<file path="config.mk">
export PLATFORM = sky130hd
export DESIGN_NAME = route_marker_sequencer_flat
export DESIGN_NICKNAME = d
export VERILOG_FILES = /design/src/sv/rms_pkg.sv /design/src/sv/rms_channels.sv /design/src/sv/rms_plan.sv /design/src/sv/rms_core.sv /design/src/sv/route_marker_sequencer.sv /design/src/flat_wrapper.sv
export VERILOG_INCLUDE_DIRS = /design/src /design/src/sv
export SDC_FILE = /design/constraint.sdc
export NUM_CORES = 1
export LEC_CHECK = 0
export ABC_AREA = 1
export ABC_CLOCK_PERIOD_IN_PS = 2400
export BUFFER_PORTS_ARGS = -buffer_cell sky130_fd_sc_hd__buf_2
export CORE_UTILIZATION = 41
export CTS_BUF_LIST = sky130_fd_sc_hd__clkbuf_16
export CTS_CLUSTER_DIAMETER = 150
export DETAILED_ROUTE_END_ITERATION = 10
export PLACE_DENSITY_LB_ADDON = 0.15
export RECOVER_POWER = 100
export SYNTH_ARGS = -nofsm -noshare
export SYNTH_HDL_FRONTEND = slang
export SYNTH_SLANG_ARGS = --single-unit
</file>
<file path="constraint.sdc">
create_clock -name i_clk -period 2.4 [get_ports i_clk]
set_clock_uncertainty 0.2 [all_clocks]
set_input_delay 0.12 -clock i_clk [delete_from_list [all_inputs] [get_ports i_clk]]
set_output_delay 0.12 -clock i_clk [all_outputs]
set_load 0.02 [all_outputs]
</file>
<file path="src/sv/assert_macros.svh">
// Assertion macros shared by the route marker sequencer RTL.
// Included by the modules that carry concurrent assertions; no other dependencies.
`ifndef ASSERT_MACROS_SVH
`define ASSERT_MACROS_SVH

// Same-cycle implication, disabled while reset is asserted.
`define RMS_ASSERT_IMP(label, clk, rst_n, ante, cons, msg) \
    label: assert property (@(posedge clk) disable iff (!rst_n) (ante) |-> (cons)) \
        else $error(msg);

// Invariant checked at every clock edge out of reset.
`define RMS_ASSERT_ALWAYS(label, clk, rst_n, cond, msg) \
    label: assert property (@(posedge clk) disable iff (!rst_n) (cond)) \
        else $error(msg);

`endif

</file>
<file path="src/sv/rms_pkg.sv">
// Package for the route marker sequencer: code ranges, zone width, request, marker and
// action codes, and plan types. No dependencies; used through scoped names.
`timescale 1ns / 1ps

package rms_pkg;

    localparam int POSITION_BASE  = 1;
    localparam int POSITION_COUNT = 8;
    localparam int ROUTE_BASE     = 1;
    localparam int ROUTE_COUNT    = 8;

    localparam int MAX_COUNT = (POSITION_COUNT > ROUTE_COUNT) ? POSITION_COUNT : ROUTE_COUNT;
    localparam int ZONE_W    = (MAX_COUNT > 1) ? $clog2(MAX_COUNT) : 1;

    typedef logic [ZONE_W-1:0] t_zone;

    typedef enum logic [1:0] {
        DIR_NONE  = 2'd0,
        DIR_LEFT  = 2'd1,
        DIR_RIGHT = 2'd2
    } t_dir;

    typedef enum logic [1:0] {
        REQ_START    = 2'd0,
        REQ_MARKER   = 2'd1,
        REQ_LOAD_ON  = 2'd2,
        REQ_LOAD_OFF = 2'd3
    } t_req;

    typedef enum logic [2:0] {
        MK_NONE   = 3'd0,
        MK_SOURCE = 3'd1,
        MK_COMMON = 3'd2,
        MK_PICKUP = 3'd3,
        MK_TARGET = 3'd4,
        MK_DEST   = 3'd5
    } t_marker;

    typedef enum logic [3:0] {
        ACT_NONE        = 4'd0,
        ACT_STRAIGHT    = 4'd1,
        ACT_LEFT        = 4'd2,
        ACT_RIGHT       = 4'd3,
        ACT_TURN_AROUND = 4'd4,
        ACT_STOP_PICKUP = 4'd5,
        ACT_STOP_DEST   = 4'd6,
        ACT_LOAD_LOST   = 4'd7,
        ACT_COMPLETE    = 4'd8,
        ACT_ERROR       = 4'd9
    } t_action;

    typedef struct packed {
        logic  ok;
        t_zone target;
        t_dir  dir;
        t_zone junctions;
    } t_plan;

endpackage

</file>
<file path="src/sv/rms_channels.sv">
// Request and result channel interfaces of the route marker sequencer.
// Valid/ready handshake; no package dependencies.
`timescale 1ns / 1ps

interface rms_req_if;
    logic       valid;
    logic       ready;
    logic [1:0] req_type;
    logic [7:0] start_position;
    logic [7:0] route_code;

    modport source (output valid, req_type, start_position, route_code, input ready);
    modport sink   (input valid, req_type, start_position, route_code, output ready);
endinterface

interface rms_res_if;
    logic       valid;
    logic       ready;
    logic [3:0] action;
    logic       plan_accepted;
    logic       dest_valid;
    logic [7:0] dest_position;
    logic [3:0] phase_now;

    modport source (output valid, action, plan_accepted, dest_valid, dest_position,
                    phase_now, input ready);
    modport sink   (input valid, action, plan_accepted, dest_valid, dest_position,
                    phase_now, output ready);
endinterface

</file>
<file path="src/sv/rms_plan.sv">
// Start-job decoder: range checks the raw codes, derives turn direction and junction count.
// Depends on rms_pkg.
`timescale 1ns / 1ps

module rms_plan (
    input  logic [7:0]    i_start_position,
    input  logic [7:0]    i_route_code,
    output rms_pkg::t_plan o_plan
);

    function automatic logic [rms_pkg::ZONE_W:0] to_zone(input logic [7:0] code,
                                                         input logic [8:0] base,
                                                         input logic [8:0] count);
        logic [8:0] diff;
        logic       ok;
        diff = {1'b0, code} - base;
        ok   = ({1'b0, code} >= base) && (diff < count);
        return {ok, diff[rms_pkg::ZONE_W-1:0]};
    endfunction

    logic [rms_pkg::ZONE_W:0] w_org;
    logic [rms_pkg::ZONE_W:0] w_tgt;
    rms_pkg::t_zone           w_oz;
    rms_pkg::t_zone           w_tz;

    assign w_org = to_zone(i_start_position, 9'(rms_pkg::POSITION_BASE),
                           9'(rms_pkg::POSITION_COUNT));
    assign w_tgt = to_zone(i_route_code, 9'(rms_pkg::ROUTE_BASE),
                           9'(rms_pkg::ROUTE_COUNT));
    assign w_oz  = w_org[rms_pkg::ZONE_W-1:0];
    assign w_tz  = w_tgt[rms_pkg::ZONE_W-1:0];

    always_comb begin
        o_plan.ok     = w_org[rms_pkg::ZONE_W] && w_tgt[rms_pkg::ZONE_W];
        o_plan.target = w_tz;
        priority if (w_tz > w_oz) begin
            o_plan.dir       = rms_pkg::DIR_RIGHT;
            o_plan.junctions = w_tz - w_oz;
        end else if (w_tz < w_oz) begin
            o_plan.dir       = rms_pkg::DIR_LEFT;
            o_plan.junctions = w_oz - w_tz;
        end else begin
            o_plan.dir       = rms_pkg::DIR_NONE;
            o_plan.junctions = '0;
        end
    end

endmodule

</file>
<file path="src/sv/rms_core.sv">
// Sequencer state, next-state logic and result register of the route marker sequencer.
// Depends on rms_pkg, rms_channels and assert_macros.svh.
`timescale 1ns / 1ps
`include "assert_macros.svh"

module rms_core (
    input  logic           i_clk,
    input  logic           i_rst_n,
    input  logic           i_in_valid,
    input  logic [1:0]     i_req_type,
    input  rms_pkg::t_plan i_plan,
    output logic           o_adv,
    rms_res_if.source      o_res
);

    typedef enum logic [3:0] {
        PH_IDLE      = 4'd0,
        PH_TO_SOURCE = 4'd1,
        PH_COMMON    = 4'd2,
        PH_TO_PICKUP = 4'd3,
        PH_WAIT_LOAD = 4'd4,
        PH_TO_UNLOAD = 4'd5,
        PH_UNLOADING = 4'd6,
        PH_COMPLETE  = 4'd7,
        PH_ERROR     = 4'd8
    } t_phase;

    t_phase            r_phase,   n_phase;
    rms_pkg::t_dir     r_dir,     n_dir;
    rms_pkg::t_marker  r_marker,  n_marker;
    rms_pkg::t_zone    r_tgt,     n_tgt;
    logic              r_tgt_ok,  n_tgt_ok;
    rms_pkg::t_zone    r_junc,    n_junc;
    logic              r_load,    n_load;
    logic              r_plan_ok, n_plan_ok;

    rms_pkg::t_action  n_action;
    logic              n_accepted;
    logic              n_dest_valid;
    logic [7:0]        n_dest_pos;
    logic [8:0]        w_dest_sum;

    logic              r_out_valid;
    rms_pkg::t_action  r_out_action;
    logic              r_out_accepted;
    logic              r_out_dest_valid;
    logic [7:0]        r_out_dest_pos;
    t_phase            r_out_phase;

    logic              w_take;

    assign o_adv  = !r_out_valid || o_res.ready;
    assign w_take = i_in_valid && o_adv;

    always_comb begin
        logic fail;
        fail       = 1'b0;
        n_phase    = r_phase;
        n_dir      = r_dir;
        n_marker   = r_marker;
        n_tgt      = r_tgt;
        n_tgt_ok   = r_tgt_ok;
        n_junc     = r_junc;
        n_load     = r_load;
        n_plan_ok  = r_plan_ok;
        n_action   = rms_pkg::ACT_NONE;
        n_accepted = 1'b0;

        if (rms_pkg::t_req'(i_req_type) == rms_pkg::REQ_START) begin
            n_phase   = PH_IDLE;
            n_dir     = rms_pkg::DIR_NONE;
            n_marker  = rms_pkg::MK_NONE;
            n_tgt     = '0;
            n_tgt_ok  = 1'b0;
            n_junc    = '0;
            n_load    = 1'b0;
            n_plan_ok = 1'b0;
            if (i_plan.ok) begin
                n_tgt      = i_plan.target;
                n_tgt_ok   = 1'b1;
                n_dir      = i_plan.dir;
                n_junc     = i_plan.junctions;
                n_phase    = PH_TO_SOURCE;
                n_marker   = rms_pkg::MK_SOURCE;
                n_plan_ok  = 1'b1;
                n_accepted = 1'b1;
            end
        end else if (!r_plan_ok) begin
            n_action = rms_pkg::ACT_ERROR;
        end else begin
            unique case (rms_pkg::t_req'(i_req_type))
                rms_pkg::REQ_MARKER: begin
                    unique case (r_phase)
                        PH_TO_SOURCE: begin
                            if (r_marker != rms_pkg::MK_SOURCE) begin
                                fail = 1'b1;
                            end else if (r_dir == rms_pkg::DIR_NONE) begin
                                n_phase  = PH_TO_PICKUP;
                                n_marker = rms_pkg::MK_PICKUP;
                                n_action = rms_pkg::ACT_STRAIGHT;
                            end else begin
                                n_phase  = PH_COMMON;
                                n_marker = rms_pkg::MK_COMMON;
                                n_action = (r_dir == rms_pkg::DIR_RIGHT)
                                           ? rms_pkg::ACT_RIGHT : rms_pkg::ACT_LEFT;
                            end
                        end
                        PH_COMMON: begin
                            if (r_marker != rms_pkg::MK_COMMON || r_junc == '0) begin
                                fail = 1'b1;
                            end else begin
                                n_junc = r_junc - 1'b1;
                                if (r_junc != rms_pkg::t_zone'(1)) begin
                                    n_action = rms_pkg::ACT_STRAIGHT;
                                end else begin
                                    n_phase  = PH_TO_PICKUP;
                                    n_marker = rms_pkg::MK_PICKUP;
                                    n_action = (r_dir == rms_pkg::DIR_RIGHT)
                                               ? rms_pkg::ACT_LEFT : rms_pkg::ACT_RIGHT;
                                end
                            end
                        end
                        PH_TO_PICKUP: begin
                            if (r_marker != rms_pkg::MK_PICKUP) begin
                                fail = 1'b1;
                            end else begin
                                n_phase  = PH_WAIT_LOAD;
                                n_marker = rms_pkg::MK_NONE;
                                n_action = rms_pkg::ACT_STOP_PICKUP;
                            end
                        end
                        PH_TO_UNLOAD: begin
                            priority if (r_marker == rms_pkg::MK_TARGET) begin
                                n_marker = rms_pkg::MK_DEST;
                                n_action = rms_pkg::ACT_STRAIGHT;
                            end else if (r_marker == rms_pkg::MK_DEST) begin
                                n_phase  = PH_UNLOADING;
                                n_marker = rms_pkg::MK_NONE;
                                n_action = rms_pkg::ACT_STOP_DEST;
                            end else begin
                                fail = 1'b1;
                            end
                        end
                        default: begin
                            fail = 1'b1;
                        end
                    endcase
                end
                rms_pkg::REQ_LOAD_ON: begin
                    if (r_phase == PH_WAIT_LOAD && !r_load) begin
                        n_load   = 1'b1;
                        n_phase  = PH_TO_UNLOAD;
                        n_marker = rms_pkg::MK_TARGET;
                        n_action = rms_pkg::ACT_TURN_AROUND;
                    end
                end
                rms_pkg::REQ_LOAD_OFF: begin
                    priority if (r_phase == PH_TO_UNLOAD && r_load) begin
                        n_phase   = PH_ERROR;
                        n_marker  = rms_pkg::MK_NONE;
                        n_plan_ok = 1'b0;
                        n_action  = rms_pkg::ACT_LOAD_LOST;
                    end else if (r_phase == PH_UNLOADING && r_load) begin
                        n_load   = 1'b0;
                        n_phase  = PH_COMPLETE;
                        n_marker = rms_pkg::MK_NONE;
                        n_action = rms_pkg::ACT_COMPLETE;
                    end else begin
                        n_action = rms_pkg::ACT_NONE;
                    end
                end
                rms_pkg::REQ_START: begin
                    n_action = rms_pkg::ACT_NONE;
                end
            endcase
        end

        if (fail) begin
            n_phase   = PH_ERROR;
            n_marker  = rms_pkg::MK_NONE;
            n_plan_ok = 1'b0;
            n_action  = rms_pkg::ACT_ERROR;
        end
    end

    // destination follows the target zone left by this request
    assign w_dest_sum   = 9'(rms_pkg::POSITION_BASE) + 9'(n_tgt);
    assign n_dest_valid = n_tgt_ok && (9'(n_tgt) < 9'(rms_pkg::POSITION_COUNT))
                          && !w_dest_sum[8];
    assign n_dest_pos   = n_dest_valid ? w_dest_sum[7:0] : 8'd0;

    always_ff @(posedge i_clk) begin
        if (!i_rst_n) begin
            r_phase     <= PH_IDLE;
            r_dir       <= rms_pkg::DIR_NONE;
            r_marker    <= rms_pkg::MK_NONE;
            r_tgt       <= '0;
            r_tgt_ok    <= 1'b0;
            r_junc      <= '0;
            r_load      <= 1'b0;
            r_plan_ok   <= 1'b0;
            r_out_valid <= 1'b0;
        end else begin
            if (o_adv) begin
                r_out_valid <= i_in_valid;
            end
            if (w_take) begin
                r_phase   <= n_phase;
                r_dir     <= n_dir;
                r_marker  <= n_marker;
                r_tgt     <= n_tgt;
                r_tgt_ok  <= n_tgt_ok;
                r_junc    <= n_junc;
                r_load    <= n_load;
                r_plan_ok <= n_plan_ok;
            end
        end
        if (w_take) begin
            r_out_action     <= n_action;
            r_out_accepted   <= n_accepted;
            r_out_dest_valid <= n_dest_valid;
            r_out_dest_pos   <= n_dest_pos;
            r_out_phase      <= n_phase;
        end
    end

    assign o_res.valid         = r_out_valid;
    assign o_res.action        = r_out_action;
    assign o_res.plan_accepted = r_out_accepted;
    assign o_res.dest_valid    = r_out_dest_valid;
    assign o_res.dest_position = r_out_dest_pos;
    assign o_res.phase_now     = r_out_phase;

    `RMS_ASSERT_ALWAYS(a_no_plan_parked, i_clk, i_rst_n,
        r_plan_ok || r_phase == PH_IDLE || r_phase == PH_ERROR,
        "phase advanced without a plan")
    `RMS_ASSERT_IMP(a_straight_no_junc, i_clk, i_rst_n,
        r_dir == rms_pkg::DIR_NONE, r_junc == '0,
        "junctions pending on a straight route")
    `RMS_ASSERT_IMP(a_accept_quiet, i_clk, i_rst_n,
        r_out_valid && r_out_accepted,
        r_out_action == rms_pkg::ACT_NONE && r_out_phase == PH_TO_SOURCE,
        "accepted plan with unexpected action or phase")
    `RMS_ASSERT_IMP(a_error_phase, i_clk, i_rst_n,
        r_out_valid && r_out_action == rms_pkg::ACT_ERROR,
        r_out_phase == PH_IDLE || r_out_phase == PH_ERROR,
        "error reported outside idle or error phase")

endmodule

</file>
<file path="src/sv/route_marker_sequencer.sv">
// Route marker sequencer: takes one request per cycle (start job, marker seen, load on,
// load off) and returns exactly one result per request. A request is held in the input
// register and then moves to the result register, from which its result is offered; with the
// result side always ready the block sustains one request per cycle. The plan state updates
// as a request moves from the input register to the result register; a stalled result
// holds the result register and drops input ready once the input register is also full.
// Synchronous active-low reset returns the sequencer to idle with no plan.
// Depends on rms_pkg, rms_channels, rms_plan and rms_core.
`timescale 1ns / 1ps

module route_marker_sequencer (
    input  logic      i_clk,
    input  logic      i_rst_n,
    rms_req_if.sink   i_req,
    rms_res_if.source o_res
);

    logic           r_in_valid;
    logic [1:0]     r_req_type;
    logic [7:0]     r_start_position;
    logic [7:0]     r_route_code;
    logic           w_adv;
    rms_pkg::t_plan w_plan;

    assign i_req.ready = !r_in_valid || w_adv;

    always_ff @(posedge i_clk) begin
        if (!i_rst_n) begin
            r_in_valid <= 1'b0;
        end else if (i_req.ready) begin
            r_in_valid <= i_req.valid;
        end
        if (i_req.valid && i_req.ready) begin
            r_req_type       <= i_req.req_type;
            r_start_position <= i_req.start_position;
            r_route_code     <= i_req.route_code;
        end
    end

    rms_plan u_plan (
        .i_start_position (r_start_position),
        .i_route_code     (r_route_code),
        .o_plan           (w_plan)
    );

    rms_core u_core (
        .i_clk      (i_clk),
        .i_rst_n    (i_rst_n),
        .i_in_valid (r_in_valid),
        .i_req_type (r_req_type),
        .i_plan     (w_plan),
        .o_adv      (w_adv),
        .o_res      (o_res)
    );

endmodule

</file>
<file path="src/flat_wrapper.sv">
// flat-port wrapper written by rule: the top's interface ports become plain ports
module route_marker_sequencer_flat 
  (i_clk, i_rst_n, i_req_valid, i_req_req_type, i_req_start_position, i_req_route_code, i_req_ready, o_res_valid, o_res_action, o_res_plan_accepted, o_res_dest_valid, o_res_dest_position, o_res_phase_now, o_res_ready);
  rms_req_if i_req_i ();
  rms_res_if o_res_i ();
  input  logic i_clk;
  input  logic i_rst_n;
  input wire logic [$bits(i_req_i.valid)-1:0] i_req_valid;
  input wire logic [$bits(i_req_i.req_type)-1:0] i_req_req_type;
  input wire logic [$bits(i_req_i.start_position)-1:0] i_req_start_position;
  input wire logic [$bits(i_req_i.route_code)-1:0] i_req_route_code;
  output wire logic [$bits(i_req_i.ready)-1:0] i_req_ready;
  output wire logic [$bits(o_res_i.valid)-1:0] o_res_valid;
  output wire logic [$bits(o_res_i.action)-1:0] o_res_action;
  output wire logic [$bits(o_res_i.plan_accepted)-1:0] o_res_plan_accepted;
  output wire logic [$bits(o_res_i.dest_valid)-1:0] o_res_dest_valid;
  output wire logic [$bits(o_res_i.dest_position)-1:0] o_res_dest_position;
  output wire logic [$bits(o_res_i.phase_now)-1:0] o_res_phase_now;
  input wire logic [$bits(o_res_i.ready)-1:0] o_res_ready;
  assign i_req_i.valid = i_req_valid;
  assign i_req_i.req_type = i_req_req_type;
  assign i_req_i.start_position = i_req_start_position;
  assign i_req_i.route_code = i_req_route_code;
  assign i_req_ready = i_req_i.ready;
  assign o_res_valid = o_res_i.valid;
  assign o_res_action = o_res_i.action;
  assign o_res_plan_accepted = o_res_i.plan_accepted;
  assign o_res_dest_valid = o_res_i.dest_valid;
  assign o_res_dest_position = o_res_i.dest_position;
  assign o_res_phase_now = o_res_i.phase_now;
  assign o_res_i.ready = o_res_ready;
  route_marker_sequencer u_core (.i_clk(i_clk), .i_rst_n(i_rst_n), .i_req(i_req_i), .o_res(o_res_i));
endmodule
</file>
==> impl.org <==
** Setup path
- Slowest cell on crit path :: edfxtp_1
- Along the worst path, the maximum fanout reaches 4.
- Setup slack on the worst reg-to-reg path comes out at 0.10 ns.
- STA classifies the critical path startpoint as a register.
- Walking the worst path, the cells encountered are buf_4 > o21ai_1 > nand4_1 > nor2_1 > nand3_4 > o21ai_4 > ha_4 > inv_1 > nor2_1.
- In this run the critical register-to-register path is captured at u_core.u_core.o_res.dest_position[1].
- Data required time of the critical path :: between 2 and 2.5 ns
- Tracing the worst setup path back leads to its startpoint at u_core.r_route_code[0].
- Category of the most critical setup path :: register to register
- Crit path top cell by count :: nor2_1
- Counting cells, the worst reg-to-reg path comes to 9.
- Slowest Stage Delay on Critical Path :: just under 0.4 ns
- STA puts the critical path data arrival time at 2.15 ns.
- The startpoint identified for the worst register-to-register timing path is u_core.r_route_code[0].
- Endpoint type of the worst setup path :: register

** Clocking
- Counting the buffers created by CTS gives 5.
- Maximum buffer depth of the clock tree :: 2
- Clock tree from TritonCTS :: yes
- Insertion delay to the later sink of the worst-skew pair :: 0.30 ns
- Clock-pin slew was measured on the worst setup and hold paths at 0.07 ns.
- The H-tree was split into 2 levels.
- TritonCTS Sinks :: 52
- In this run the clock root is driven by a clkbuf_16.

** Synthesis
- Synthesis inferred 52 register bits.
- For this run, the leading register cell type out of synthesis is edfxtp_1.
- The mapped netlist covers 0.00321 sq mm.
- FFs w/ async S/R, synth :: 0%
- For this run, the number of Yosys warnings is 0.
- Post-synth EDFFs :: 32
- Post-synthesis cell count :: 398
- Multiplexer area fraction after synthesis :: 0%
- Share of synthesized cell area in full adder, half adder and majority cells :: 7.10%
- Count of cell types in the netlist :: 44
- Summing the areas of all compound-gate instances in the mapped netlist gives 11.2% of the synthesized area.
- Fraction of post-synthesis cell area in the top cell type by area :: 30.0%
- Summed over all instances, the cell type with the most area after synthesis is edfxtp_1.
- Dominant combinational cell family by area after synthesis :: simple AND/OR/NAND/NOR gates
- Of the synthesized area, sequential elements account for a little over two fifths.
- Area fraction in and, or, nand and nor cells after synthesis :: 30.0%
- The synthesized netlist devotes 1.09% of its cell area to XOR and XNOR gates.
- Yosys attributes the largest share of cell area to edfxtp_1 30%, dfxtp_1 12%, nand2_1 11%, nor2_1 6.1%, ha_1 5.9%.
- Each instance of the synthesized netlist takes up on average 8.05 sq um.

** GRT
- Entering global routing, the biggest net connects 19 pins.
- For this run the aggregate overflow at the end of global routing stands at 0.
- Vias in the first global route :: around 2700
- The number of antenna violations at the first check in global routing is 0.
- Overall track demand over capacity in global routing :: 18.5%
- Global-route wire length before repair :: 12.1 mm

** Layout
- The area growth from synthesis to layout is 23.7%.
- 0 antenna diodes ended up in the layout.
- In the final layout, the multi-input gates occupy between 0.0015 and 0.002 sq mm.
- Most used cells in the layout excluding fill and tap cells :: 92 x nand2_1, 52 x nor2_1, 44 x inv_1
- The net count of the finished layout is 514.
- Number of fill cells in the layout :: between 700 and 800
- Fraction of final layout cells sized beyond drive strength 1 :: about 17%
- Most frequent standard cell in the layout excluding fill and tap cells :: nand2_1
- Area used by sequential logic in the layout :: 0.00136 sq mm

** Floorplan
- DIE WIDTH :: 90.4 um
- From bottom edge to top edge, the die measures 90.4 um.
- The floorplan step defined a die boundary enclosing 0.00818 sq mm.
- The floorplan has 31 rows.
- In this run the standard cell core region covers 0.00741 sq mm.
- For this configuration, the core starts out at a cell density of 43.3%.
- I/O pin count :: 42

** Timing
- Headroom to the max-slew limit :: 58.7%
- Slew at the pin closest to its max-slew limit :: 0.619 ns
- Final max-slew violation count :: 0
- Across all setup checks in the final design, the least slack found is just over 0.1 ns.
- The clock period could shrink to 2.30 ns.
- Unrepaired setup endpoints after global routing :: no
- Total count of hold-check failures in the final report :: 0
- Timing would allow up to 435 MHz.
- Sum of negative setup slack :: 0 ns
- Endpoints failing setup :: 0
- Dividing the final minimum period by the clock period gives 95.7%.

** Routing
- For this run, design rule violations remaining after detail routing come to 0.
- Before antenna repair, the detailed router went through 4 iterations.
- The detail route stage leaves a number of antenna-violating nets equal to 0.
- After detailed routing, the number of vias per cell comes to 4.89.
- Total Wirelength :: 7.28 mm
- In this run, the number of DRC markers left after iteration 0 of detailed routing was 100.
- Across all layers, the routed design uses 2811 vias.
- In the final routed layout, each cell accounts on average for roughly 13 um.

** Placement
- During placement, the flow inserted port buffers numbering 37.
- At the placement stage, the worst setup path has a slack of 0.0115 ns.
- At the end of routability-driven placement, the weighted congestion stood at 0.867.
- The HPWL after detailed placement is 5.36 mm.

** Job
- Count of maximum capacitance violations :: 0

** Hold path
- The worst hold path terminates at u_core.u_core.r_tgt[2].
- Hold-critical path depth :: 2
- Worst min-delay path class :: register to register
- Hold Crit Start :: u_core.u_core.r_tgt[2]

** Run status
- Result of the run :: completed

** Power and ir drop
- Power density cells :: 544 mW/mm^2
- VDD sags by at most 0.385 mV.
- In this run the static leakage power is 1.68 nW.
-- critical path, delay by kind of cell, from the launching register on --
| family | cells | cell delay [ns] |
|---|---|---|
| AND/OR/NAND/NOR | 4 | 0.62 |
| buffers and inverters | 2 | 0.23 |
| flip-flops | 1 | 0.39 |
| adder cells (fa/ha/maj) | 1 | 0.22 |
| AO/OA/AOI/OAI | 2 | 0.41 |
-- cells by family (layout without fill, tap and decap cells) --
logic type	count (synthesis)	in the layout
simple gates	201	201
compound gates	63	63
buf+inv	60	135
flops	52	52
fa+ha+maj	17	17
xor+xnor	4	4
other cells	1	4
-- Yosys cell counts, drive strengths merged, types with 2 or more instances --
cell type    n
o21ai       24
nor3         5
dfxtp       20
inv         50
fa           2
o22ai        3
a21oi       25
or2          2
nand2      102
buf          7
nor2        59
o211ai       2
edfxtp      32
a31oi        4
ha          15
xor2         3
nand3       26
nand4        5
clkbuf       2
-- report_power, final --
part	internal, mW	switching, mW
combinational	0.153	0.224
clock	0.397	0.364
sequential	0.989	0.0298
total	1.54	0.617
-- stage by stage --
| step | hold WS [ns] | instance area [sq um] | std cells | power [mW] | util (%) |
|---|---|---|---|---|---|
| after floorplan | 0.0189 | 3220 | 401 | 1.28 | - |
| after global placement | 0.0966 | 3580 | 543 | 1.38 | 48.3 |
| after detailed placement | 0.0981 | 3580 | 543 | 1.38 | 48.3 |
| after CTS | 0.268 | 3950 | 573 | 2.16 | 53.3 |
| after global routing | 0.294 | 3970 | 575 | 2.24 | 53.5 |
| final | 0.266 | 3970 | 575 | 2.16 | 53.5 |
-- layout make-up --
cell class,instances,share of cell area (%)
clock buffers,5,3.15
clock inverters,3,0.694
flip-flops and latches,52,34.3
multi-input cells,289,41.2
repair buffers,76,12.6
inverters,51,4.89
well taps,99,3.12
-- flip-flops by register name (all words and copies together) (netlist names) --
register                           cells
u_core.u_core.r_plan_ok                1
u_core.r_req_type                      2
u_core.u_core.r_phase                  4
u_core.r_in_valid                      1
u_core.u_core.o_res.action             4
u_core.u_core.o_res.plan_accepted      1
u_core.u_core.r_load                   1
u_core.r_start_position                8
u_core.u_core.r_dir                    2
u_core.u_core.o_res.valid              1
u_core.r_route_code                    8
u_core.u_core.o_res.dest_valid         1
u_core.u_core.o_res.dest_position      4
u_core.u_core.r_tgt_ok                 1
u_core.u_core.r_junc                   3
u_core.u_core.o_res.phase_now          4
u_core.u_core.r_marker                 3
u_core.u_core.r_tgt                    3
-- layer usage --
metal	share of wire, %	track usage [%]
met5	0	0
met4	2.0	5.65
met3	3.6	3.20
met2	52	35.0
met1	43	21.1
-- how the worst max path moves through the flow --
stage / endpoint / slack [ns] / depth (start not counted)
floorplan: u_core.u_core.r_dir[1] / 0.1 / 9
global placement: u_core.u_core.r_dir[1] / 0.11 / 9
detailed placement: u_core.u_core.r_junc[1] / 0.01 / 10
CTS: u_core.u_core.o_res.dest_position[1] / 0.04 / 11
global route: u_core.u_core.r_dir[1] / 0.01 / 9
finish: u_core.u_core.o_res.dest_position[1] / 0.10 / 9
-- what timing repair did --
action / CTS / global route
endpoints found under the setup margin: 1 / 11
pin swaps: 0 / 5
resized for setup: 1 / 15
hold buffers: 22 / 0
hold endpoints to repair: 27 / 0
buffers inserted: 0 / 2
(Power assumes the default switching activity.)
